$ cat config.mk
export PLATFORM = sky130hd
export DESIGN_NAME = bbia_ctrl
export DESIGN_NICKNAME = d
export VERILOG_FILES = /design/src/sv/bbia_pkg.sv /design/src/sv/bbia_ctrl.sv
export SDC_FILE = /design/constraint.sdc
export NUM_CORES = 1
export LEC_CHECK = 0
export BUFFER_PORTS_ARGS = -buffer_cell sky130_fd_sc_hd__buf_2
export CORE_MARGIN = 1
export CORE_UTILIZATION = 25
export CTS_BUF_LIST = sky130_fd_sc_hd__clkbuf_2 sky130_fd_sc_hd__clkbuf_4 sky130_fd_sc_hd__clkbuf_8
export CTS_CLUSTER_DIAMETER = 50
export DETAILED_ROUTE_END_ITERATION = 6
export PLACE_DENSITY = 0.58
export RECOVER_POWER = 50
export SYNTH_ARGS = -nofsm -noshare
export SYNTH_HDL_FRONTEND = slang
export SYNTH_SLANG_ARGS = --single-unit
$ cat constraint.sdc
create_clock -name clk_i -period 4.9 [get_ports clk_i]
set_clock_uncertainty 0.2 [all_clocks]
set_input_delay 1.47 -clock clk_i [delete_from_list [all_inputs] [get_ports clk_i]]
set_output_delay 1.47 -clock clk_i [all_outputs]
set_load 0.01 [all_outputs]
$ cat src/sv/bbia_pkg.sv
`timescale 1ns / 1ps
// ----------------------------------------------------------------------------
// bbia_pkg
// Shared widths, codes and controller/datapath types of the bitmap
// block/inode allocator.
// ----------------------------------------------------------------------------
package bbia_pkg;

  // field widths
  localparam int OP_W  = 3;
  localparam int TGT_W = 32;
  localparam int CFG_W = 32;
  localparam int IDX_W = 2;
  localparam int NUM_W = 14;
  localparam int ST_W  = 2;
  localparam int CNT_W = 16;

  // map organisation
  localparam int WORD_BITS = 64;
  localparam int WORD_SH   = 6;

  // parameter defaults
  localparam int MAP_BITS_DEF          = 8192;
  localparam int FIRST_INODE_INDEX_DEF = 10;

  // operation codes
  localparam logic [OP_W-1:0] OP_ALLOC_BLOCK = 3'd0;
  localparam logic [OP_W-1:0] OP_FREE_BLOCK  = 3'd1;
  localparam logic [OP_W-1:0] OP_ALLOC_FILE  = 3'd2;
  localparam logic [OP_W-1:0] OP_ALLOC_DIR   = 3'd3;
  localparam logic [OP_W-1:0] OP_FREE_INODE  = 3'd4;

  // status codes
  localparam logic [ST_W-1:0] ST_DONE        = 2'd0;
  localparam logic [ST_W-1:0] ST_NONE        = 2'd1;
  localparam logic [ST_W-1:0] ST_ALREADY_CLR = 2'd2;

  // register indexes
  localparam logic [IDX_W-1:0] REG_TOTAL_BLOCKS     = 2'd0;
  localparam logic [IDX_W-1:0] REG_TOTAL_INODES     = 2'd1;
  localparam logic [IDX_W-1:0] REG_INODES_PER_GROUP = 2'd2;
  localparam logic [IDX_W-1:0] REG_DEVICE_BLOCKS    = 2'd3;

  // register reset values
  localparam logic [CFG_W-1:0] TOTAL_BLOCKS_RST     = 32'd8192;
  localparam logic [CFG_W-1:0] TOTAL_INODES_RST     = 32'd2048;
  localparam logic [CFG_W-1:0] INODES_PER_GROUP_RST = 32'd2048;
  localparam logic [CFG_W-1:0] DEVICE_BLOCKS_RST    = 32'd8192;

  // controller to datapath commands
  typedef struct packed {
    logic clr;
    logic load;
    logic rd;
    logic alloc_commit;
    logic free_commit;
    logic fail;
    logic push;
  } cmd_t;

  // datapath to controller status
  typedef struct packed {
    logic is_alloc;
    logic is_free;
    logic range_empty;
    logic free_ok;
    logic found;
    logic at_last;
    logic out_free;
  } sts_t;

endpackage

$ cat src/sv/bbia_ctrl.sv
`timescale 1ns / 1ps
// ----------------------------------------------------------------------------
// bbia_ctrl
// Sequencer of the allocator: clearing pass, request intake, word scan,
// free check and response hand-off.
// ----------------------------------------------------------------------------
module bbia_ctrl #(
  parameter int MAP_BITS  = bbia_pkg::MAP_BITS_DEF,
  parameter int MAP_WORDS = (MAP_BITS + bbia_pkg::WORD_BITS - 1) / bbia_pkg::WORD_BITS,
  parameter int WAW       = (MAP_WORDS > 1) ? $clog2(MAP_WORDS) : 1
) (
  input  logic           clk_i,
  input  logic           rst_ni,
  input  logic           req_valid_i,
  output logic           req_ready_o,
  input  bbia_pkg::sts_t sts_i,
  input  logic [WAW-1:0] start_w_i,
  input  logic [WAW-1:0] next_w_i,
  output bbia_pkg::cmd_t cmd_o,
  output logic [WAW-1:0] addr_o
);
  import bbia_pkg::*;

  localparam logic [WAW-1:0] LAST_WORD = WAW'(MAP_WORDS - 1);

  typedef enum logic [2:0] {
    S_CLEAR,
    S_IDLE,
    S_RANGE,
    S_SCAN,
    S_FCHK,
    S_PUSH
  } state_e;

  state_e         state_q, state_d;
  logic [WAW-1:0] clr_q, clr_d;

  // next state and commands
  always_comb begin
    state_d     = state_q;
    clr_d       = clr_q;
    cmd_o       = '0;
    addr_o      = clr_q;
    req_ready_o = (state_q == S_IDLE);
    case (state_q)
      S_CLEAR: begin
        cmd_o.clr = 1'b1;
        clr_d     = clr_q + 1'b1;
        if (clr_q == LAST_WORD) state_d = S_IDLE;
      end
      S_IDLE: begin
        if (req_valid_i) begin
          cmd_o.load = 1'b1;
          state_d    = S_RANGE;
        end
      end
      S_RANGE: begin
        addr_o = start_w_i;
        if (sts_i.is_alloc && !sts_i.range_empty) begin
          cmd_o.rd = 1'b1;
          state_d  = S_SCAN;
        end else if (sts_i.is_free && sts_i.free_ok) begin
          cmd_o.rd = 1'b1;
          state_d  = S_FCHK;
        end else begin
          cmd_o.fail = 1'b1;
          state_d    = S_PUSH;
        end
      end
      S_SCAN: begin
        addr_o = next_w_i;
        if (sts_i.found) begin
          cmd_o.alloc_commit = 1'b1;
          state_d            = S_PUSH;
        end else if (sts_i.at_last) begin
          cmd_o.fail = 1'b1;
          state_d    = S_PUSH;
        end else begin
          cmd_o.rd = 1'b1;
        end
      end
      S_FCHK: begin
        cmd_o.free_commit = 1'b1;
        state_d           = S_PUSH;
      end
      S_PUSH: begin
        if (sts_i.out_free) begin
          cmd_o.push = 1'b1;
          state_d    = S_IDLE;
        end
      end
      default: state_d = S_IDLE;
    endcase
  end

  // state and clearing pointer
  always_ff @(posedge clk_i or negedge rst_ni) begin
    if (!rst_ni) begin
      state_q <= S_CLEAR;
      clr_q   <= '0;
    end else begin
      state_q <= state_d;
      clr_q   <= clr_d;
    end
  end

endmodule

; After elaboration in Yosys (flattened, before gate mapping)
; Index checks and enable logic that the tools add are counted.
[totals]
register_bits = 10
in_bits = 24
[classes]
eq_ne = 10
n_reduce_logical = 5
n_addsub = 1
muxes = 27
[ops]
columns = operator, count
row1 = 3-bit 2-to-1 mux, 6
row2 = 3-bit case mux with 6 select lines, 1
row3 = 1-bit 2-to-1 mux, 17
row4 = 7-bit case mux with 2 select lines, 1
row5 = "7-bit by 1-bit adder with 7-bit output, second input constant", 1
row6 = "7-bit == test, second input constant", 1
row7 = "3-bit by 2-bit == test with 1-bit output, second input constant", 2
row8 = "3-bit == test, second input constant", 2
row9 = "2-bit != test, second input constant", 3
row10 = 1-bit case mux with 2 select lines, 2
row11 = 4-bit AND reduction, 1
row12 = "3-bit by 1-bit == test with 1-bit output, second input constant", 1
row13 = 3-bit zero test, 1
row14 = "3-bit != test, second input constant", 1
row15 = 1-bit logical AND, 2
row16 = 1-bit zero test, 1

; Logic depth before layout (Yosys ltp)
; Gate-level depths: netlist of the first run.
[logic_depth]
ltp_word = 4
depth_mapped = 6
mapped_depth_nobuf = 4

; Worst setup path after synthesis of the first run
; No wires, ideal clock.
[synth_path]
kind = input -> output
from = input port sts_i[6] in the netlist's numbering
to = output port cmd_o[4] in the netlist's numbering
t_arrival_ns = 2.171
path_slack_ns = 1.059
path_stages = 3
t_required_ns = 3.230
path_cell_list = nor2b_1 -> a211o_1 -> nor3b_1
[synth_rtl]
columns = item, line_no
row1 = from (decl), bbia_ctrl.sv:16  ; input bbia_pkg::sts_t sts_i,
row2 = to (decl), bbia_ctrl.sv:19  ; output bbia_pkg::cmd_t cmd_o,

==> results of run 1 <==
## logic make-up after synthesis
| group | count (synthesis) | synth area share, % |
|---|---|---|
| AND/OR/NAND/NOR | 36 | 28.4 |
| AO/OA/AOI/OAI | 14 | 11.9 |
| flip-flops | 10 | 34.4 |
| multiplexers | 8 | 11.2 |
| XOR/XNOR | 6 | 7.23 |
| buffers and inverters | 6 | 5.16 |
| adder cells (fa/ha/maj) | 1 | 1.72 |
## layer usage
layer	routed length [µm]	vias up	part of all wire (%)	global-route usage, %
met5	0	-	0	0
met4	0	0	0	3.14
met3	127	0	7.7	4.65
met2	821	24	50	19.6
met1	692	337	42	12.5
li1	-	360	-	-
## metrics by stage
step / hold slack [ns] / cell area, µm² / util (%) / setup slack [ns] / cells
detailed placement: 0.297 / 922 / 33.4 / 0.921 / 145
CTS: 0.310 / 958 / 34.8 / 0.921 / 149
global route: 0.349 / 946 / 34.3 / 0.831 / 149
global placement: 0.296 / 922 / 33.4 / 0.944 / 145
floorplan: 0.260 / 727 / - / 1.06 / 81
finish: 0.308 / 946 / 34.3 / 0.935 / 149
## placed cells by master, fill, tap and decap left out, types with 2 or more instances in the layout
master / n
sky130_fd_sc_hd__and3_1: 4
sky130_fd_sc_hd__buf_2: 37
sky130_fd_sc_hd__nand3_1: 3
sky130_fd_sc_hd__nand2b_1: 2
sky130_fd_sc_hd__mux2i_1: 7
sky130_fd_sc_hd__nor2_1: 3
sky130_fd_sc_hd__o21ai_0: 7
sky130_fd_sc_hd__and2_1: 2
sky130_fd_sc_hd__clkbuf_4: 3
sky130_fd_sc_hd__dfrtp_1: 10
sky130_fd_sc_hd__nor2b_1: 2
sky130_fd_sc_hd__a21oi_1: 2
sky130_fd_sc_hd__nand2_1: 11
sky130_fd_sc_hd__nor3b_1: 3
sky130_fd_sc_hd__xnor2_1: 5
## final cells by class
| cell class | count | area, µm² | share of cell area (%) |
|---|---|---|---|
| Multi-Input combinational cell | 65 | 428 | 45.2 |
| Sequential cell | 10 | 250 | 26.5 |
| Clock buffer | 4 | 36.3 | 3.84 |
| Tap cell | 31 | 38.8 | 4.10 |
| Inverter | 1 | 3.75 | 0.397 |
| Timing Repair Buffer | 38 | 189 | 20.0 |
## sequential cells by signal, summed over array words and instances, names as in the netlist
signal,count
state_q,3
clr_q,7
## worst max path at each step
stage,from,depth (start not counted),slack (ns),endpoint
after global routing,sts_i[4],5,0.83,cmd_o[4]
after CTS,sts_i[4],5,0.92,cmd_o[4]
final,sts_i[6],5,0.94,cmd_o[4]
after floorplan,sts_i[6],3,1.06,cmd_o[4]
after global placement,sts_i[6],5,0.94,cmd_o[4]
after detailed placement,sts_i[4],5,0.92,cmd_o[4]
## power groups by stage
stage	Sequential, W	Combinational, W	Clock [W]
global placement	0.000181	0.000272	0
detailed placement	0.000183	0.000275	0
finish	0.000176	0.000269	0.0000735
floorplan	0.000142	0.000237	0
global route	0.000184	0.000302	0.0000830
CTS	0.000181	0.000277	0.0000753
==> metrics list, run 1 <==
* Number of H-tree levels: 1
- The synthesized design devotes to its leading area cell type 34.4% of total area.
- Setup violations remaining at the end of the flow were counted as 0.
- In this run, CTS created clock tree buffers numbering 3.
* Number of nets still failing antenna checks after routing: 0
- Among all flip-flop cells after synthesis, the most frequent one is sky130_fd_sc_hd__dfrtp_1.
- Number of synthesized flops with an enable pin: 0
- Leak: between 0.4 and 0.5 nW
* Highest clock frequency the design can meet: 0.252 GHz
- After synthesis, the cell types taking the most area are sky130_fd_sc_hd__dfrtp_1 (34%), sky130_fd_sc_hd__mux2i_1 (9.6%), sky130_fd_sc_hd__xnor2_1 (6.0%), sky130_fd_sc_hd__nand2_1 (5.7%), sky130_fd_sc_hd__o21ai_0 (4.8%).
* Worst path cell trace: buf_2 -> nor2b_1 -> a211o_1 -> nor3b_1 -> buf_2
- Clock-pin slew was measured on the worst setup and hold paths at about 0.070 ns.
* Count of maximum capacitance violations: 0
- Number of cells on the worst hold path: 1
- The commonest cells after synthesis are sky130_fd_sc_hd__nand2_1 (11), sky130_fd_sc_hd__dfrtp_1 (10), sky130_fd_sc_hd__mux2i_1 (7), sky130_fd_sc_hd__o21ai_0 (7), sky130_fd_sc_hd__xnor2_1 (5).
- Once the floorplan was initialized, standard cells occupied 26.4% of the core.
- Capture instance of the worst register-to-register path: clr_q[1]$_DFFE_PN0P_
- Setup_tns: 0 ns
- Switching power of the nets: 0.000224 W
* Routed WL: 1640 µm
- Gpl congestion: between 0.7 and 0.8
* Max rail drop VDD: between 0.0002 and 0.0003 V
- In this run the clock root is driven by a sky130_fd_sc_hd__clkbuf_4.
- Most area-hungry cell type in the Yosys netlist: sky130_fd_sc_hd__dfrtp_1
- The run finished with clean final reports.
* Global-route wire length before repair: 2820 µm
- Across all layers, the routed design uses 721 vias.
- In the synthesized netlist the async set-or-reset flop fraction comes to 100%.
- Data on the critical path is required at its endpoint by roughly 3.2 ns.
- Critical Path Source Type: input pin
- Register area share after synthesis: around a third
- CTS tree: yes
* Largest delay share family, worst path: simple AND/OR/NAND/NOR gates
- Power after layout: 0.000518 W
- The critical path is of the in2out type.
- Startpoint of the lowest-slack hold path: clr_q[6]$_DFFE_PN0P_
- The number of antenna diodes in the final layout is 0.
- Post CTS Setup Buffer Count: 0
- Drc violations: 0
- Arrival time at the worst endpoint: approximately 2.3 ns
* Length of the first detailed-routing pass in iterations: 2
- Of the total power, combinational logic draws around half.
- The cell area that synthesis handed to floorplanning was about 730 µm².
- The setup check on the worst reg-to-reg path leaves a slack of roughly 2.7 ns.
- Of all nets on the critical path, the largest fanout is 4.
- From left edge to right edge, the die measures 55.9 µm.
- Yosys warning count: 0
- Delay of the slowest cell on the worst path: roughly 0.28 ns
- The final count of pins violating max slew was 0.
* Bufs on Longest Clock Path: 2
- The number of buffers and inverters on the critical path is 2.
- After clock tree synthesis, the repair step resized 0 gates.
- Setup repair after global routing left no endpoint under its margin.
- The tightest min-delay check is of the reg2reg type.
- After layout, the worst path uses 80.9% of the clock period.
- Filler instances: approximately 300
- After detailed routing, the number of vias per cell comes to ~4.8.
- Synthesis produced between 80 and 90 cells.
- Kind of end point of the critical path: output pin
- The internal portion of the total power is slightly below 0.0003 W.
- Global routing used 11.2% of the available tracks across all layers.
- The final number of hold-violating endpoints is 0.
- The tree built by TritonCTS fans out to 10 sinks.
* Number of buffers added to fix hold violations after cts: 0
* Site row count: 19
- Net switching is 43.3% of the power.
* Avg Synthesized Cell Area: approximately 9 µm²
- The worst hold path terminates at clr_q[6]$_DFFE_PN0P_.
* Global route total overflow: 0
* Total Nets Final: roughly 140
* Least-Margin Pin Slew: just under 1 ns
- Minimum period implied by the final worst setup slack: approximately 4 ns
* Cell variety after synth: 31
- Number of DRC violations after detailed-routing iteration 0: 8
* Most Frequent Cell on Critical Path: sky130_fd_sc_hd__buf_2
- In this run the count of I/O pins placed on the die edge is 39.
* Power density cells: 548 mW/mm²
* Relative contribution of the clock network to total power: 14.2%
* Worst slew margin: 34.4%
* Height of the die: around 56 µm
* Cell with the largest stage delay on the worst path: sky130_fd_sc_hd__a211o_1
- Antenna violations before repair: 0
* Core box area: approximately 0.0028 mm²
- Dividing the detail-routed wire length by the instance count gives about 11 µm.
- Signed area change from the synthesized netlist to the final layout: 30.1%
- Reg power frac: between 30% and 40%
- Syn nets: roughly 110
- In the final layout, the share of cells above drive strength 1 is 36.4%.
- Start of the worst register-to-register path: state_q[0]$_DFFE_PN0P_
- Insertion delay to the later sink of the worst-skew pair: around 0.26 ns
* Overall die area: ~0.0031 mm²
- The number of global-route vias before repair is approximately 670.
* Estimated wirelength of the detail-placed design: roughly 1300 µm
- The count of buffers added on input and output ports is 38.
- Top-count cell post-synth: sky130_fd_sc_hd__nand2_1
* Number of storage elements in the synthesis netlist: 10
- Entering global routing, the biggest net connects 19 pins.
* Length in cells of the worst reg-to-reg path: 2
Power figures use the tool's default switching activity.
==> inputs of run 2 (changes only) <==
--- a/config.mk
+++ b/config.mk
@@ -11,7 +11,7 @@
 export CTS_BUF_LIST = sky130_fd_sc_hd__clkbuf_2 sky130_fd_sc_hd__clkbuf_4 sky130_fd_sc_hd__clkbuf_8
 export CTS_CLUSTER_DIAMETER = 50
 export DETAILED_ROUTE_END_ITERATION = 6
-export PLACE_DENSITY = 0.58
+export PLACE_DENSITY = 0.6
 export RECOVER_POWER = 50
 export SYNTH_ARGS = -nofsm -noshare
 export SYNTH_HDL_FRONTEND = slang
==> constraint.sdc (replaced) <==
create_clock -name clk_i -period 3.3 [get_ports clk_i]
set_clock_uncertainty 0.2 [all_clocks]
set_input_delay 0.99 -clock clk_i [delete_from_list [all_inputs] [get_ports clk_i]]
set_output_delay 0.99 -clock clk_i [all_outputs]
set_load 0.01 [all_outputs]
==> metrics list, run 2 (synthesis gave the netlist of run 1 again) <==
- The hold slack came to 0.299 ns (-0.00901 ns).
* Leak: 0.500 nW (+0.33%)
- Arrival time at the worst endpoint: 1.80 ns (-0.49 ns)
- The layout net count was 146 (+1.4%).
* Number of DRC violations after detailed-routing iteration 0: 13 (+5)
- The post-CTS clock slew at the launch and capture registers of the worst setup and hold paths was 0.07 ns (about the same).
- Post-layout instance count excluding filler cells: 150 (+0.67%)
- The area of the core region is 0.00276 mm² (unchanged).
* Most common cell after layout, fill and taps aside: sky130_fd_sc_hd__buf_2
* Commonest cells after routing, fill and taps aside: sky130_fd_sc_hd__buf_2 (37), sky130_fd_sc_hd__nand2_1 (11), sky130_fd_sc_hd__dfrtp_1 (10)
- Tracing the worst setup path back leads to its startpoint at sts_i[6].
- Routed wirelength normalized by instance count: 11.4 µm (+3.3%)
- Global route total overflow: 0 (unchanged)
* Global-route wire length before repair: 2910 µm (+3.4%)
* Height of the die: 55.9 µm (unchanged)
- The critical path in this run is classified as in2out.
- Max Slew Vio Count: 0 (unchanged)
- STA classifies the critical path startpoint as an input pin.
- Largest delay share family, worst path: compound AO/OA/AOI/OAI gates
- The worst hold path begins at clr_q[5]$_DFFE_PN0P_.
- Combined area of the multi-input logic cells: 439 µm² (+2.6%)
- The top-level port count was 39 (unchanged).
- Antenna violations before repair: 0 (unchanged)
* Largest driver fanout on the critical path: 2 (-2)
* Regs by FF count: clr_q: 7 flops, state_q: 3 flops
- The power per cell area was 801 mW/mm² (+46%).
* Capture point of the worst path: cmd_o[4]
* Worst path cell trace: buf_2 -> nor2b_1 -> a211o_1 -> nor3b_1 -> buf_2
* Post CTS Setup Buffer Count: 0 (unchanged)
* Clock root cell: sky130_fd_sc_hd__clkbuf_4
- The min-delay analysis places its worst path in the category reg2reg.
* Horiz. Die Dim: 55.9 µm (unchanged)
* CTS tree: yes
* Count of endpoints failing setup in the final report: 0 (unchanged)
- The post-cts gate resize count was 0 (unchanged).
- The flow ran to the end, and the final reports show no timing, DRC or antenna violations.
- Overall die area: 0.00313 mm² (unchanged)
- The first-pass detailed-route iteration total is 3 (+1).
- The level count of the clock H-tree came to 1 (unchanged).
- Fin crit share: between 90% and 100%
- Static timing analysis puts the maximum clock frequency at between 0.3 and 0.4 GHz.
- The sequential cell area came to 250 µm² (unchanged).
- Cell with the largest stage delay on the worst path: sky130_fd_sc_hd__a211o_1
- Capture instance of the worst register-to-register path: clr_q[1]$_DFFE_PN0P_
* Inserted Diodes: 0 (unchanged)
- The path depth of the worst reg2reg path is 3 (+1).
* Signed area change from the synthesized netlist to the final layout: 31.3%
- The worst setup path is captured at an output pin.
- Routed WL: 1710 µm (+4.0%)
- Layout cell share with drive strength beyond 1: 37.0% (+0.53 points)
- Most Frequent Cell on Critical Path: sky130_fd_sc_hd__buf_2
- Insertion delay to the later sink of the worst-skew pair: 0.26 ns (about the same)
* Global-route usage over all layers: 11.7% (+0.46 points)
- The data required time at the worst endpoint was 2.11 ns (-1.12 ns).
- The total negative slack is 0 ns (unchanged).
- The maximum vdd drop came to 0.000467 V (+81%).
- Initial Util: 26.4% (unchanged)
- The count of buffering cells on the critical path with inverters included was 2 (unchanged).
- Ranked by flip-flop count, first place goes to clr_q.
- Minimum period implied by the final worst setup slack: about 3 ns
- The number of buffer cells added on primary ports was 38 (unchanged).
* Worst slew margin: 55.8% (+21 points)
* Filler instances: 299 (unchanged)
- Post-Place Cells: 147 (+1.4%)
* Start of the worst register-to-register path: state_q[0]$_DFFE_PN0P_
- The maximum number of buffers from clock root to sink was 2 (unchanged).
- The maximum number of pins on one net before global-route repair is 19 (unchanged).
- Setup repair after global routing missed its margin: no
* Number of cells on the critical path: 5 (unchanged)
- The total number of placement rows is 19 (unchanged).
- The slew at the pin closest to its max-slew limit was 0.663 ns (-0.314 ns).
- Count of maximum capacitance violations: 0 (unchanged)
- The final number of hold-violating endpoints was 0 (unchanged).
- The number of buffers created by CTS is 3 (unchanged).
- # clock sinks: 10 (unchanged)
- Number of global-route vias before repair: 698 (+5.0%)
- The minimum setup slack among reg-to-reg paths is 1.40 ns (-1.28 ns).
- Number of nets still failing antenna checks after routing: 0 (unchanged)
- Drc violations: 0 (unchanged)
* Via density per instance: 4.82 (-0.39%)
- The number of hold buffers added after CTS was 0 (unchanged).
- Largest register FFs: 7 (unchanged)
- Gpl congestion: 0.729 (+3.0%)
- Delay of the slowest cell on the worst path: 0.29 ns (about the same)
- Vias: 723 (+0.28%)
* Estimated wirelength of the detail-placed design: 1380 µm (+3.5%)
## run 2: final cells by class
cell class | count | share of cell area, %
clock buffers | 3 | 2.36
inverters | 1 | 0.393
multi-input cells | 65 | 46.0
flip-flops and latches | 10 | 26.2
well taps | 31 | 4.06
repair buffers | 40 | 21.0
## run 2: routing by layer
metal	vias to the layer above	part of all wire [%]	GRT usage (%)
li1	364	-	-
met1	335	43	13.9
met2	24	50	20.5
met3	0	6.2	4.19
met4	0	0	2.09
met5	-	0	0
## run 2: worst min-delay path by stage
stage	to	slack, ns	cells past startpoint
2_1_floorplan	clr_q[5]$_DFFE_PN0P_	0.26	1
4_1_cts	clr_q[5]$_DFFE_PN0P_	0.30	1
6_report	clr_q[5]$_DFFE_PN0P_	0.30	1
3_3_place_gp	clr_q[5]$_DFFE_PN0P_	0.29	1
5_1_grt	clr_q[5]$_DFFE_PN0P_	0.34	1
3_5_place_dp	clr_q[5]$_DFFE_PN0P_	0.29	1
## run 2: worst reg2reg max path, stage by stage (launching register included)
cell                       delay (ns)
sky130_fd_sc_hd__dfrtp_1         0.62
sky130_fd_sc_hd__nor3_4          0.25
sky130_fd_sc_hd__clkbuf_1        0.35
sky130_fd_sc_hd__mux2_2          0.38
## run 2: power by group
group / internal (W) / switching (W) / total (W) / leakage [nW]
Combinational: 0.000205 / 0.000209 / 0.000414 / 0.361
Clock: 0.0000421 / 0.0000421 / 0.0000842 / 0.0138
Sequential: 0.000171 / 0.0000950 / 0.000266 / 0.126
## run 2: metrics by stage
| step | area [µm²] | worst slack (ns) | utilization [%] | total power (W) |
|---|---|---|---|---|
| CTS | 960 | 0.306 | 34.8 | 0.000781 |
| finish | 955 | 0.309 | 34.6 | 0.000764 |
| global route | 955 | 0.263 | 34.6 | 0.000835 |
| detailed placement | 937 | 0.306 | 34.0 | 0.000692 |
| floorplan | 727 | 0.419 | - | 0.000563 |
| global placement | 937 | 0.347 | 34.0 | 0.000681 |
